$ cat src/rtl/ubpca_pkg.sv
// Package for the utilization bin-packing core assigner.
// Holds request and result types, policy codes, the sequencer states and constants.
// Depends on nothing.
package ubpca_pkg;

    localparam int CORE_CNT_DEF = 4;
    localparam int LOAD_W = 16;
    localparam int SUM_W = LOAD_W + 1;
    localparam logic [SUM_W-1:0] LOAD_ONE = SUM_W'(32768);

    typedef enum logic [1:0] {
        POL_FIRST = 2'd0,
        POL_BEST  = 2'd1,
        POL_WORST = 2'd2
    } t_policy;

    typedef enum logic [1:0] {
        ST_IDLE,
        ST_SCAN,
        ST_WRITE
    } t_state;

    typedef struct packed {
        logic              mode;
        logic [LOAD_W-1:0] task_load;
    } t_req;

    typedef struct packed {
        logic [2:0]        core_index;
        logic              placed;
        logic [LOAD_W-1:0] core_load_after;
    } t_res;

endpackage

$ cat src/rtl/ubpca_ram.sv
// Generic simple dual-port RAM with one write port and one registered read port.
// Depends on nothing.
module ubpca_ram #(
    parameter int WIDTH = 16,
    parameter int DEPTH = 4,
    localparam int AW = (DEPTH > 1) ? $clog2(DEPTH) : 1
) (
    input  logic             i_clk,
    input  logic             i_we,
    input  logic [AW-1:0]    i_waddr,
    input  logic [WIDTH-1:0] i_wdata,
    input  logic [AW-1:0]    i_raddr,
    output logic [WIDTH-1:0] o_rdata
);

    logic [WIDTH-1:0] r_mem [DEPTH];
    logic [WIDTH-1:0] r_rdata;

    always_ff @(posedge i_clk) begin
        if (i_we) begin
            r_mem[i_waddr] <= i_wdata;
        end
        r_rdata <= r_mem[i_raddr];
    end

    assign o_rdata = r_rdata;

endmodule

$ cat src/rtl/utilization_bin_packing_core_assigner.sv
// Top level of the utilization bin-packing core assigner.
// Uses ubpca_pkg and the generic RAM ubpca_ram that holds the core loads.
//
// A request is taken at a rising edge with start high and busy low. A clear
// request empties every core; its all-zero result follows in the next cycle and
// the block is ready again at once. A place request scans the core loads in
// the RAM, one read per cycle, compares each sum against 1.0 and keeps the
// pick of the current policy; then the write state writes the chosen load back
// if a core fit. busy stays high through the scan and the write-back. The
// result is shown on o_res for one cycle with o_res_strobe after the
// write-back; the receiver cannot stall and always takes it.
// The policy register is written over the cfg channel, which is always ready
// and must only be used while the block is idle. Reset clears the policy to
// first-fit, marks every core load empty through per-core valid bits and
// returns the sequencer to idle; no clearing pass is needed.
module utilization_bin_packing_core_assigner
    import ubpca_pkg::*;
#(
    parameter int NUM_CORES = CORE_CNT_DEF
) (
    input  logic       i_clk,
    input  logic       i_rst_n,
    input  logic       start,
    output logic       busy,
    input  t_req       i_req,
    output logic       o_res_strobe,
    output t_res       o_res,
    input  logic       i_cfg_valid,
    output logic       o_cfg_ready,
    input  logic [1:0] i_cfg_data
);

    localparam int IdxW = (NUM_CORES > 1) ? $clog2(NUM_CORES) : 1;
    localparam int CntW = $clog2(NUM_CORES + 1);

    t_state              r_state, n_state;
    logic [CntW-1:0]     r_rd_cnt, n_rd_cnt;
    logic                r_pend, n_pend;
    logic [IdxW-1:0]     r_pend_idx, n_pend_idx;
    logic                r_have, n_have;
    logic [LOAD_W-1:0]   r_best, n_best;
    logic [IdxW-1:0]     r_chosen, n_chosen;
    logic [LOAD_W-1:0]   r_task, n_task;
    logic [NUM_CORES-1:0] r_valid, n_valid;
    logic [1:0]          r_policy;
    logic                r_strobe, n_strobe;
    t_res                r_res, n_res;

    logic                ram_we;
    logic [LOAD_W-1:0]   ram_rdata;
    logic [LOAD_W-1:0]   cur_load;
    logic [SUM_W-1:0]    cur_sum;
    logic                cur_fit;
    logic                cur_take;
    logic                accept;

    ubpca_ram #(
        .WIDTH (LOAD_W),
        .DEPTH (NUM_CORES)
    ) u_load_ram (
        .i_clk   (i_clk),
        .i_we    (ram_we),
        .i_waddr (r_chosen),
        .i_wdata (r_best),
        .i_raddr (r_rd_cnt[IdxW-1:0]),
        .o_rdata (ram_rdata)
    );

    assign accept = start && !busy;
    assign busy = (r_state != ST_IDLE);
    assign o_cfg_ready = 1'b1;
    assign o_res_strobe = r_strobe;
    assign o_res = r_res;

    assign cur_load = r_valid[r_pend_idx] ? ram_rdata : '0;
    assign cur_sum = {1'b0, cur_load} + {1'b0, r_task};
    assign cur_fit = (cur_sum <= LOAD_ONE);
    assign cur_take = r_pend && cur_fit && (!r_have
        || (r_policy == POL_BEST && cur_sum[LOAD_W-1:0] > r_best)
        || (r_policy == POL_WORST && cur_sum[LOAD_W-1:0] < r_best));

    always_comb begin
        n_state = r_state;
        n_rd_cnt = r_rd_cnt;
        n_pend = 1'b0;
        n_pend_idx = r_pend_idx;
        n_have = r_have;
        n_best = r_best;
        n_chosen = r_chosen;
        n_task = r_task;
        n_valid = r_valid;
        n_strobe = 1'b0;
        n_res = r_res;
        ram_we = 1'b0;
        unique case (r_state)
            ST_IDLE: begin
                if (accept) begin
                    if (i_req.mode) begin
                        n_valid = '0;
                        n_strobe = 1'b1;
                        n_res = '0;
                    end else begin
                        n_state = ST_SCAN;
                        n_rd_cnt = '0;
                        n_have = 1'b0;
                        n_best = '0;
                        n_chosen = '0;
                        n_task = i_req.task_load;
                    end
                end
            end
            ST_SCAN: begin
                if (r_rd_cnt < CntW'(NUM_CORES)) begin
                    n_pend = 1'b1;
                    n_pend_idx = r_rd_cnt[IdxW-1:0];
                    n_rd_cnt = r_rd_cnt + CntW'(1);
                end
                if (cur_take) begin
                    n_have = 1'b1;
                    n_best = cur_sum[LOAD_W-1:0];
                    n_chosen = r_pend_idx;
                end
                if (r_pend && r_pend_idx == IdxW'(NUM_CORES - 1)) begin
                    n_state = ST_WRITE;
                end
            end
            ST_WRITE: begin
                ram_we = r_have;
                if (r_have) begin
                    n_valid[r_chosen] = 1'b1;
                end
                n_strobe = 1'b1;
                n_res.core_index = r_have ? 3'(r_chosen) : 3'd0;
                n_res.placed = r_have;
                n_res.core_load_after = r_have ? r_best : '0;
                n_state = ST_IDLE;
            end
            default: begin
                n_state = ST_IDLE;
            end
        endcase
    end

    always_ff @(posedge i_clk) begin
        if (!i_rst_n) begin
            r_state <= ST_IDLE;
            r_pend <= 1'b0;
            r_valid <= '0;
            r_policy <= POL_FIRST;
            r_strobe <= 1'b0;
            r_rd_cnt <= '0;
            r_have <= 1'b0;
        end else begin
            r_state <= n_state;
            r_pend <= n_pend;
            r_valid <= n_valid;
            r_strobe <= n_strobe;
            r_rd_cnt <= n_rd_cnt;
            r_have <= n_have;
            if (i_cfg_valid && o_cfg_ready) begin
                r_policy <= i_cfg_data;
            end
        end
    end

    always_ff @(posedge i_clk) begin
        r_pend_idx <= n_pend_idx;
        r_best <= n_best;
        r_chosen <= n_chosen;
        r_task <= n_task;
        r_res <= n_res;
    end

    a_scan_quiet: assert property (@(posedge i_clk) disable iff (!i_rst_n)
        (r_state == ST_SCAN) |-> !r_strobe)
        else $error("result shown while a scan is running");

    a_unplaced_zero: assert property (@(posedge i_clk) disable iff (!i_rst_n)
        (r_strobe && !r_res.placed) |-> (r_res.core_index == 3'd0
        && r_res.core_load_after == '0))
        else $error("unplaced result carries nonzero fields");

    a_load_bound: assert property (@(posedge i_clk) disable iff (!i_rst_n)
        (r_strobe && r_res.placed) |-> ({1'b0, r_res.core_load_after} <= LOAD_ONE))
        else $error("placed load exceeds one");

    a_write_then_result: assert property (@(posedge i_clk) disable iff (!i_rst_n)
        (r_state == ST_WRITE) |=> (r_strobe && r_state == ST_IDLE))
        else $error("write-back not followed by a result");

endmodule

$ cat config.mk
export PLATFORM = sky130hd
export DESIGN_NAME = utilization_bin_packing_core_assigner
export DESIGN_NICKNAME = d
export VERILOG_FILES = /design/src/rtl/ubpca_pkg.sv /design/src/rtl/ubpca_ram.sv /design/src/rtl/utilization_bin_packing_core_assigner.sv
export SDC_FILE = /design/constraint.sdc
export NUM_CORES = 1
export LEC_CHECK = 0
export BUFFER_PORTS_ARGS = -buffer_cell sky130_fd_sc_hd__buf_4
export CAP_MARGIN = 30
export CORE_MARGIN = 2
export CORE_UTILIZATION = 54
export DETAILED_ROUTE_END_ITERATION = 7
export PLACE_DENSITY = 0.75
export SLEW_MARGIN = 5
export SYNTH_ARGS = -nofsm -noshare
export SYNTH_HDL_FRONTEND = slang
export SYNTH_HIERARCHICAL = 1
export SYNTH_SLANG_ARGS = --single-unit
$ cat constraint.sdc
create_clock -name i_clk -period 4.9 [get_ports i_clk]
set_clock_uncertainty 0.15 [all_clocks]
set_input_delay 0.245 -clock i_clk [delete_from_list [all_inputs] [get_ports i_clk]]
set_output_delay 0.245 -clock i_clk [all_outputs]
set_load 0.1 [all_outputs]
==> results.md <==
- Pre-CTS setup slack: -0.0169 ns
- Cells after Synth: 485
- Max clock buf depth: 2
- Post-DP HPWL: 10100 um
- Synthesized area per cell: 13.8 um^2
- Antenna Cells: 0
- Setup ws final: -0.0136 ns
- Initial Util: 0.553
- Synthesized net count: 542
- CP Class: reg2reg
- CTS root buffer: clkbuf_16
- Status: finished, violations left
- Commonest non-fill, non-tap cell in the layout: edfxtp_1
- Synth top area cells: edfxtp_1 54%, dfxtp_1 9.0%, ha_1 6.2%
- Critical path's largest stage delay: 0.60 ns
- Sequential power share: 0.474
- Share of layout cells above drive strength 1: 0.304
- Die footprint: 0.0133 mm^2
- Area delta synth->final: 29.6%
- IO Port Bufs: 43
- Post-synth EDFFs: 119
- Fin. max-slew vios: 0
- First-pass GRT wire length: 24400 um
- CP endpoint kind: flip-flop
- Final setup viols: 18
- Largest net degree at the start of global routing: 28
- Max VDD drop: 0.263 mV
- I/O pins: 46
- Hold crit path type: in2reg
- Post-synth top area share: 0.535
- Post-Place Cell Area: 0.00731 mm^2
- Delay-heaviest family, CP: compound AO/OA/AOI/OAI gates
- Die W: 115 um
- Post-DRT Antenna Nets: 0
- Final worst path period need: 4.91 ns
- Clock share of power: 0.441
- CTS buffer count: 17
- Vias post-DR: 4537
- Clk Latency, worst-skew pair: 0.43 ns
- Worst endpoint required time: 4.89 ns
- Post-layout nets: 652
- Failing checks: negative setup slack
- Gr usage total: 0.254
- Setup Total Neg Slack: -0.170 ns
- H-Tree Level Count: 4
- Storage element area: 0.00417 mm^2
- Total grt overflow: 0
- Distinct cell type count after synthesis: 57
- Critical Path, Cell by Cell: mux4_2 -> buf_6 -> and2_1 -> ha_4 -> and3_2 -> a21oi_2 -> a21bo_2 -> a221oi_4 -> xnor2_1 -> ha_1 -> nand4_1 -> nor2_1 -> a22o_1 -> nor4_2 -> mux2i_1 -> nand2_1 -> a21oi_4 -> buf_8
- CP max-delay cell: mux4_2
- Vias in the first global route: 4440
- Worst setup SP type: flip-flop
- #FFs+latches synth: 149
- Final Hold Viols: 0
- Die Ht: 115 um
- Clock Sink Count: 149
- Row count: 40
- DRC viols: 0
- Internal power: 0.00234 W
- Worst Path Max Fanout: 10
- NetSw: 0.000664 W
- Max Freq: 204 MHz
- Worst Path Arrival: 4.90 ns
- Post-synthesis sequential area ratio: 0.625
- Sw Share: 0.221
- Initial DRC count: 429
- Area leader, netlist: edfxtp_1
- Combinational share of power: 0.085
- WL final: 16700 um
- Pwr Total: 0.00300 W
- Final worst path period share: 1.00
- Multi-input gate area: 0.00264 mm^2
- Commonest non-fill, non-tap cells in the layout: 119 x edfxtp_1, 70 x buf_4, 31 x inv_1, 30 x dfxtp_1
- Buf/Inv on CP: 2
- RePlAce Congestion: 0.880
- Clk slew on worst S/H paths: 0.06 ns
- Routed length per instance: 21.5 um
- Relative slew slack: 0.486
- Pwr/cell area: 347 mW/mm^2
- Vias per cell: 5.85
- Worst Tran Pin Value: 0.769 ns
- Ys async rst share: 0
- Design Area, Final: 0.00865 mm^2
- Synth Cell Area: 0.00668 mm^2
- Max cap viols: 0
- Core Footprint: 0.0121 mm^2
- Antenna violations before repair: 0
- Lkg Pwr: 3.29 nW
- DR pass1 iterations: 4
- Fill cell count: 778
- Setup repair after global routing missed its margin: true
- CTS tree: done
- Synth warnings: 6
- Top_reg_cell synth: edfxtp_1
[tightest hold or removal path: cells and delay by family]
kind / cells / cell delay [ns]
buffers and inverters: 1 / 0.13
AO/OA/AOI/OAI: 2 / 0.20
[power by group through the flow]
stage / clock, W / combinational (W) / sequential, W
floorplan: 0 / 0.000113 / 0.00148
global placement: 0 / 0.000200 / 0.00145
detailed placement: 0 / 0.000209 / 0.00145
CTS: 0.00133 / 0.000229 / 0.00143
global route: 0.00139 / 0.000272 / 0.00143
finish: 0.00132 / 0.000256 / 0.00142
[final cells by class]
class / instances / share of cell area
clock buffers: 20 / 0.0505
clock inverters: 12 / 0.0185
inverters: 32 / 0.0139
multi-input cells: 290 / 0.305
flip-flops and latches: 149 / 0.482
well taps: 168 / 0.0243
repair buffers: 105 / 0.106
[routing by layer]
metal	GRT usage	vias to the layer above	share of wire
met3	0.0717	39	0.064
met2	0.410	187	0.50
li1	-	2064	-
met5	0	-	0
met1	0.322	2247	0.40
met4	0.113	0	0.034
[path summary, 6_finish.rpt]
path	start	slack, ns	to	cells past startpoint
max	r_pend_idx[0]$_DFFE_PP_	-0.01	r_best[4]$_SDFFCE_PN0P_	18
min	i_req[16]	0.05	r_have$_SDFFE_PN0P_	3
max reg2reg	r_pend_idx[0]$_DFFE_PP_	-0.01	r_best[4]$_SDFFCE_PN0P_	18
min reg2reg	r_rd_cnt[2]$_SDFFE_PN0P_	0.34	r_pend$_SDFF_PN0_	1
[synth_stat cells, types with 5 or more instances]
library cell  instances
a211oi_1              6
a21o_1                5
a21oi_1              28
a31oi_1               5
and2_1               28
and3_1                5
clkbuf_1              7
dfxtp_1              30
edfxtp_1            119
ha_1                 33
inv_1                32
mux2i_1               5
mux4_1                6
mux4_2               11
nand2_1              17
nand3_1               9
nand4_1               7
nor2_1               25
nor2b_1               7
nor3_1               24
o21a_1                5
o21ai_0               8
[sequential cells by signal (all words and copies together) (netlist names)]
name / count
r_chosen: 2
r_valid: 4
u_load_ram/o_rdata: 16
u_load_ram/r_mem: 64
o_res_strobe: 1
r_policy: 2
o_res: 19
r_task: 16
r_have: 1
r_state: 2
r_pend: 1
r_pend_idx: 2
r_rd_cnt: 3
r_best: 16
[through the flow]
stage	hold slack, ns	instances	util
final	0.0496	776	0.717
after global routing	0.0554	776	0.717
after CTS	0.0349	759	0.679
after detailed placement	0.274	701	0.606
after global placement	0.274	697	0.602
after floorplan	0.194	485	-
[kinds of logic (layout without fill, tap and decap cells)]
group,count (synthesis),in the layout,synth area share
AOI/OAI and AO/OA,81,81,0.0836
other,2,2,0.00113
adders and majority gates,34,34,0.0649
and+or+nand+nor,144,144,0.117
xor gates and xnor gates,6,6,0.00787
buffers and inverters,47,169,0.0321
DFF,149,149,0.625
muxes,22,23,0.0682
[what timing repair did]
action                                 4_1_cts  5_1_grt
endpoints found under the hold margin       25        0
setup endpoints to repair                   18       18
gates resized for setup                      5       56
pin swaps                                    2       25
setup buffers                                2       12
hold buffers                                23        0
gates cloned                                 1        0
Power figures use the tool's default switching activity.
